## src/rtl/core/spq_pkg.sv

```systemverilog
// ----------------------------------------------------------------------------
// spq_pkg
// Shared types and constants for the sorted max-priority queue.
// ----------------------------------------------------------------------------
package spq_pkg;

  // Queue depth, one cell per entry
  localparam int CAPACITY = 16;
  // Entry and priority width
  localparam int DATA_W   = 32;
  // Fill count width, holds 0 .. CAPACITY
  localparam int CNT_W    = $clog2(CAPACITY + 1);

  // Operation codes
  typedef enum logic [0:0] {
    OP_ENQ = 1'b0,
    OP_DEQ = 1'b1
  } op_e;

  // Result status codes
  typedef enum logic [1:0] {
    ST_OK        = 2'd0,
    ST_UNDERFLOW = 2'd1,
    ST_OVERFLOW  = 2'd2
  } status_e;

  // Command broadcast to every cell of the row
  typedef struct packed {
    logic                     enq;
    logic                     deq;
    logic signed [DATA_W-1:0] value;
  } cell_cmd_t;

endpackage

```

## src/rtl/core/spq_cell.sv

```systemverilog
// ----------------------------------------------------------------------------
// spq_cell
// One slot of the sorted row. Holds a single entry; on insert it keeps its
// entry, takes the new value or takes its left neighbor's entry; on remove it
// takes its right neighbor's entry.
// ----------------------------------------------------------------------------
module spq_cell (
  input  logic                             clk_i,
  input  spq_pkg::cell_cmd_t               cmd_i,
  input  logic                             occupied_i,
  input  logic                             ins_left_i,
  input  logic signed [spq_pkg::DATA_W-1:0] value_left_i,
  input  logic signed [spq_pkg::DATA_W-1:0] value_right_i,
  output logic                             ins_o,
  output logic signed [spq_pkg::DATA_W-1:0] value_o
);
  import spq_pkg::*;

  logic signed [DATA_W-1:0] value_q;
  logic signed [DATA_W-1:0] value_d;

  // Insert point: empty slot, or stored entry strictly below the new value
  assign ins_o = !occupied_i || (value_q < cmd_i.value);

  // Shift right on insert, shift left on remove
  always_comb begin
    value_d = value_q;
    if (cmd_i.enq && ins_o) begin
      value_d = ins_left_i ? value_left_i : cmd_i.value;
    end else if (cmd_i.deq) begin
      value_d = value_right_i;
    end
  end

  always_ff @(posedge clk_i) begin
    value_q <= value_d;
  end

  assign value_o = value_q;

endmodule

```

## src/rtl/core/sorted_max_priority_queue_unit.sv

```systemverilog
// ----------------------------------------------------------------------------
// sorted_max_priority_queue_unit
// Bounded max-priority queue built as a row of compare-and-shift cells.
// ----------------------------------------------------------------------------
// Result: registered, valid in the cycle after the input word is taken.
// Throughput: one word per cycle while the result side is not stalled; the
//   whole cell row compares and shifts together. A stalled result
//   word holds the input until the result is taken.
// Reset: clears the fill count and the output valid; entries are not cleared.
module sorted_max_priority_queue_unit (
  input  logic                              clk_i,
  input  logic                              rst_ni,
  // Input channel
  input  logic                              in_valid_i,
  output logic                              in_stall_o,
  input  logic                              op_i,
  input  logic signed [spq_pkg::DATA_W-1:0] value_i,
  // Output channel
  output logic                              out_valid_o,
  input  logic                              out_stall_i,
  output logic [1:0]                        status_o,
  output logic signed [spq_pkg::DATA_W-1:0] removed_value_o,
  output logic [spq_pkg::CNT_W-1:0]         occupancy_o
);
  import spq_pkg::*;

  logic                     in_accept;
  logic                     full;
  logic                     empty;
  logic [CNT_W-1:0]         count_q;
  logic [CNT_W-1:0]         count_d;
  cell_cmd_t                cmd;
  logic [CAPACITY-1:0]      occupied;
  logic [CAPACITY-1:0]      ins;
  logic [CAPACITY-1:0]      ins_left;
  logic signed [DATA_W-1:0] cell_val   [CAPACITY];
  logic signed [DATA_W-1:0] left_val   [CAPACITY];
  logic signed [DATA_W-1:0] right_val  [CAPACITY];
  logic                     out_valid_q;
  status_e                  status_q;
  status_e                  status_d;
  logic signed [DATA_W-1:0] removed_q;
  logic signed [DATA_W-1:0] removed_d;

  // Handshake: take a word unless a result is waiting and stalled
  assign in_stall_o = out_valid_q && out_stall_i;
  assign in_accept  = in_valid_i && !in_stall_o;

  assign full  = (count_q == CNT_W'(CAPACITY));
  assign empty = (count_q == '0);

  // Command to the cell row
  always_comb begin
    cmd.enq   = in_accept && (op_e'(op_i) == OP_ENQ) && !full;
    cmd.deq   = in_accept && (op_e'(op_i) == OP_DEQ) && !empty;
    cmd.value = value_i;
  end

  // Cell row with neighbor links
  for (genvar g = 0; g < CAPACITY; g++) begin : g_cell
    assign occupied[g] = (CNT_W'(g) < count_q);

    if (g == 0) begin : g_first
      assign ins_left[g] = 1'b0;
      assign left_val[g] = value_i;
    end else begin : g_mid
      assign ins_left[g] = ins[g-1];
      assign left_val[g] = cell_val[g-1];
    end

    if (g == CAPACITY - 1) begin : g_last
      assign right_val[g] = cell_val[g];
    end else begin : g_inner
      assign right_val[g] = cell_val[g+1];
    end

    spq_cell u_cell (
      .clk_i        (clk_i),
      .cmd_i        (cmd),
      .occupied_i   (occupied[g]),
      .ins_left_i   (ins_left[g]),
      .value_left_i (left_val[g]),
      .value_right_i(right_val[g]),
      .ins_o        (ins[g]),
      .value_o      (cell_val[g])
    );
  end

  // Fill count and result word
  always_comb begin
    count_d   = count_q;
    status_d  = ST_OK;
    removed_d = '0;
    if (op_e'(op_i) == OP_ENQ) begin
      if (full) begin
        status_d = ST_OVERFLOW;
      end else begin
        count_d = count_q + CNT_W'(1);
      end
    end else begin
      if (empty) begin
        status_d = ST_UNDERFLOW;
      end else begin
        count_d   = count_q - CNT_W'(1);
        removed_d = cell_val[0];
      end
    end
  end

  // Control state
  always_ff @(posedge clk_i or negedge rst_ni) begin
    if (!rst_ni) begin
      count_q     <= '0;
      out_valid_q <= 1'b0;
    end else begin
      if (in_accept) begin
        count_q <= count_d;
      end
      if (in_accept) begin
        out_valid_q <= 1'b1;
      end else if (!out_stall_i) begin
        out_valid_q <= 1'b0;
      end
    end
  end

  // Result payload
  always_ff @(posedge clk_i) begin
    if (in_accept) begin
      status_q    <= status_d;
      removed_q   <= removed_d;
      occupancy_o <= count_d;
    end
  end

  assign out_valid_o     = out_valid_q;
  assign status_o        = status_q;
  assign removed_value_o = removed_q;

  // Fill count stays within the row
  a_count_range : assert property (@(posedge clk_i) disable iff (!rst_ni)
    count_q <= CNT_W'(CAPACITY))
    else $error("fill count above capacity");

  // A successful insert grows the queue by one
  a_enq_grows : assert property (@(posedge clk_i) disable iff (!rst_ni)
    cmd.enq |=> count_q == $past(count_q) + CNT_W'(1))
    else $error("insert did not grow the queue");

  // Every taken word yields a result word
  a_result_follows : assert property (@(posedge clk_i) disable iff (!rst_ni)
    in_accept |=> out_valid_q)
    else $error("accepted word gave no result");

  // Occupied cells stay in descending order
  for (genvar k = 0; k < CAPACITY - 1; k++) begin : g_order_chk
    a_sorted : assert property (@(posedge clk_i) disable iff (!rst_ni)
      occupied[k+1] |-> cell_val[k] >= cell_val[k+1])
      else $error("cell row out of order");
  end

endmodule

```

## config.mk

```make
export PLATFORM = sky130hd
export DESIGN_NAME = sorted_max_priority_queue_unit
export DESIGN_NICKNAME = d
export VERILOG_FILES = /design/src/rtl/core/spq_pkg.sv /design/src/rtl/core/spq_cell.sv /design/src/rtl/core/sorted_max_priority_queue_unit.sv
export SDC_FILE = /design/constraint.sdc
export NUM_CORES = 2
export LEC_CHECK = 0
export ABC_AREA = 1
export BUFFER_PORTS_ARGS = -buffer_cell sky130_fd_sc_hd__buf_2
export CORE_MARGIN = 4
export CORE_UTILIZATION = 31
export DETAILED_ROUTE_END_ITERATION = 10
export MAX_ROUTING_LAYER = met4
export REMOVE_ABC_BUFFERS = 1
export SYNTH_ARGS = -nofsm -noshare
export SYNTH_HDL_FRONTEND = slang
export SYNTH_SLANG_ARGS = --single-unit
```

## constraint.sdc

```tcl
create_clock -name clk_i -period 8.65 [get_ports clk_i]
set_clock_uncertainty 0.15 [all_clocks]
set_input_delay 1.2975 -clock clk_i [delete_from_list [all_inputs] [get_ports clk_i]]
set_output_delay 1.2975 -clock clk_i [all_outputs]
set_load 0.1 [all_outputs]
```

==> flow_summary.ini <==
[logic_synthesis]
synth.distinct_cells = 40
yosys_register_bits = 557
synth_area_leaders = edfxtp_1, nand2_1, ha_1
syn_inst = 5540
synth_top_area_frac = 0.393
yosys_warnings = 0
syn_area_sq_um = 42100
async_flop_share = 0.0108
yosysMostFrequentCell = nand2_1
ys.flop_type = edfxtp_1
synth_top_area_cell = edfxtp_1
synth_edf_count = 551
seq_area_frac_synth = 0.397
syn-mean-instance-area_sq_um = 7.60
synth_common_cells = nand2_1, edfxtp_1, ha_1, nand3_1, inv_1

[setup_path]
r2r-end = g_cell[3].u_cell.value_o[2]
critPathTopFamily = simple AND/OR/NAND/NOR gates
max_stage_delay_ns = 0.78
worst_path_max_delay_cell = nand3_2
ff2ff_path_depth = 9
crit_fanout = 34
worst-path-stages = 14
reg2reg_slack_ns = 3.42
worstPathCellList = buf_2, inv_1, buf_12, ha_1, a21oi_1, nor2_1, nor2_1, nand3_1, a21oi_1, nand3_2, nand3_2, nand2_2, nand2_1, buf_4
setup.worst_path.end = g_cell[6].u_cell.value_o[4]
critical_path_buf_inv_count = 4
worst-setup-path-type = in2reg
crit_path_start_kind = input pin
end_kind = flip-flop
critPathLaunch = value_i[29]
regToRegStartpoint = count_q[3]
crit_required_ns = 8.83
crit_arrival_ns = 6.57

[pwr]
p_comb_frac = 0.420
total_leakage_power_uw = 0.0228
seqPwrFrac = 0.344
clkPwrFrac = 0.236
p_int_uw = 7040
ir_worst_vdd_mv = 0.210
switching_share = 0.454
power.density_nw_per_um2 = 277
net-switching-power_uw = 5850

[clocking]
cts_resized = 0
cts_setup_buffers = 0
postCtsHoldBufs = 0
clk_latency_ns = 0.66
cts_root_buffer = clkbuf_16
cts.sinks = 557
cts_buffers = 70
clock_path_buffers = 3
path_clk_slew_ns = 0.06
cts_tree = yes
htree_levels = 3

[route]
routed_wl_mm = 171
drtPass1Iterations = 6
ant_nets = 0
wl_per_cell_microns = 23.3
drt-initial-drc-count = 4498
drt_drc_violations_left = 0
via_count = 40500
drt-vias-per-instance = 5.52

[final_layout]
layout-drive-gt1-share = 0.0672
ff_latch_area_sq_um = 16700
final_util = 0.347
syn2layout_area_growth_pct = 10.5
fillCellCount = 14300
num-nets-final = 6049
stdcell_area_sq_um = 46500
multi_input_area_sq_um = 22700

[place]
io_buffers = 77
gp_congestion = 0.989
placed_area_sq_um = 44200
post-place-ws_ns = 1.85
hpwl_mm = 122

[floorplan]
die-area_sq_um = 142000
start_util = 0.314
rows = 134
io_pins = 78
dieWidth_microns = 376
die_y_microns = 376
core_sq_um = 134000

[sta]
rsz0062_at_grt = false
slew_headroom = 0.182
finalCritPeriodShare = 0.739
final_hold_viol_count = 0
finalWorstSetupSlack_ns = 2.25
finalSetupTns_ns = 0
timing.fmax_mhz = 156
slew_viol_final = 0
hold-worst-slack_ns = 0.301
setup_viol = 0
fin_crit_ns = 6.40
worst_slew_pin_slew_ns = 1.22

[global_routing]
grt_pass1_vias = 38900
grt_usage = 0.240
antenna_found_initial = 11
grt_pass1_wl_mm = 249
grt_max_degree = 65
overflow = 0

[job]
drv_cap = 0

[status]
outcome = finished clean

[worst_hold_path]
holdCritPathClass = in2async
[layout by cell type (no fill, tap or decap), drive strengths merged]
cell / netlist / final
a211o: 1 / 1
a21o: 3 / 3
a21oi: 242 / 242
a31oi: 3 / 3
a32o: 1 / 1
a41oi: 1 / 1
buf: 169 / 188
bufinv: 0 / 6
clkbuf: 118 / 82
clkinv: 4 / 35
clkinvlp: 0 / 4
dfrtp: 6 / 6
diode: 0 / 8
edfxtp: 551 / 551
ha: 499 / 499
inv: 346 / 347
nand2: 2561 / 2561
nand3: 415 / 415
nand3b: 14 / 14
nand4: 257 / 257
nor2: 162 / 162
nor3: 27 / 27
nor3b: 1 / 1
nor4: 3 / 3
nor4b: 1 / 1
o211ai: 3 / 3
o21a: 7 / 7
o21ai: 140 / 140
o22ai: 1 / 1
xnor2: 2 / 2
xor2: 2 / 2
[layer usage]
layer / track usage / wire [microns] / share of wire / vias up
li1: - / - / - / 18500
met1: 0.300 / 68000 / 0.40 / 19200
met2: 0.375 / 76700 / 0.45 / 2206
met3: 0.0481 / 16800 / 0.098 / 543
met4: 0.110 / 9150 / 0.054 / 0
met5: - / 0 / 0 / -
[cells by family (layout without fill, tap and decap cells)]
family / Yosys count / count (layout) / synth area share
compound gates: 402 / 402 / 0.0491
xor+xnor: 4 / 4 / 0.000832
fa+ha+maj: 499 / 499 / 0.148
buf+inv: 637 / 662 / 0.0647
flops: 557 / 557 / 0.397
other cells: 0 / 8 / 0
simple gates: 3441 / 3441 / 0.340
[through the flow]
stage               power, uW  instances
global route            13600       7340
finish                  12900       7341
floorplan                7660       5253
global placement         9690       7209
detailed placement       9760       7209
CTS                     12800       7333
[power groups by stage]
stage                     clock network, uW  registers (uW)  logic (uW)
after floorplan                           0            4300        3370
after global placement                    0            4470        5220
after detailed placement                  0            4460        5300
after CTS                              3070            4410        5310
after global routing                   3180            4460        5980
final                                  3050            4440        5410
[worst register-to-register path: cells and delay by family (launching register included)]
kind          cells  cell delay, ns
simple gates      6            2.56
buf+inv           3            1.95
flops             1            0.46
[worst min path at each step]
stage | start | cells after the start | slack, ns | end
2_1_floorplan | g_cell[15].u_cell.value_o[0] | 2 | 0.36 | g_cell[14].u_cell.value_o[0]
3_3_place_gp | out_valid_o | 2 | 0.32 | out_valid_o
3_5_place_dp | out_valid_o | 2 | 0.33 | out_valid_o
4_1_cts | rst_ni | 1 | 0.27 | count_q[0]
5_1_grt | rst_ni | 1 | 0.29 | count_q[0]
6_report | rst_ni | 1 | 0.30 | count_q[0]
[final cells by class]
class,count,share of cell area
inverter,350,0.0283
multi-input combinational,4346,0.489
tap,1768,0.0476
clock inverter,42,0.00847
antenna,8,0.000430
clock buffer,82,0.0406
sequential,557,0.359
timing repair buffer,188,0.0265
[registers in the layout, indices dropped and copies added, names as in the netlist]
signal and flops:
out_valid_o 1, status_o 2, count_q 5, occupancy_o 5, g_cell.u_cell.value_o 512, removed_value_o 32
Power figures use the tool's default switching activity.
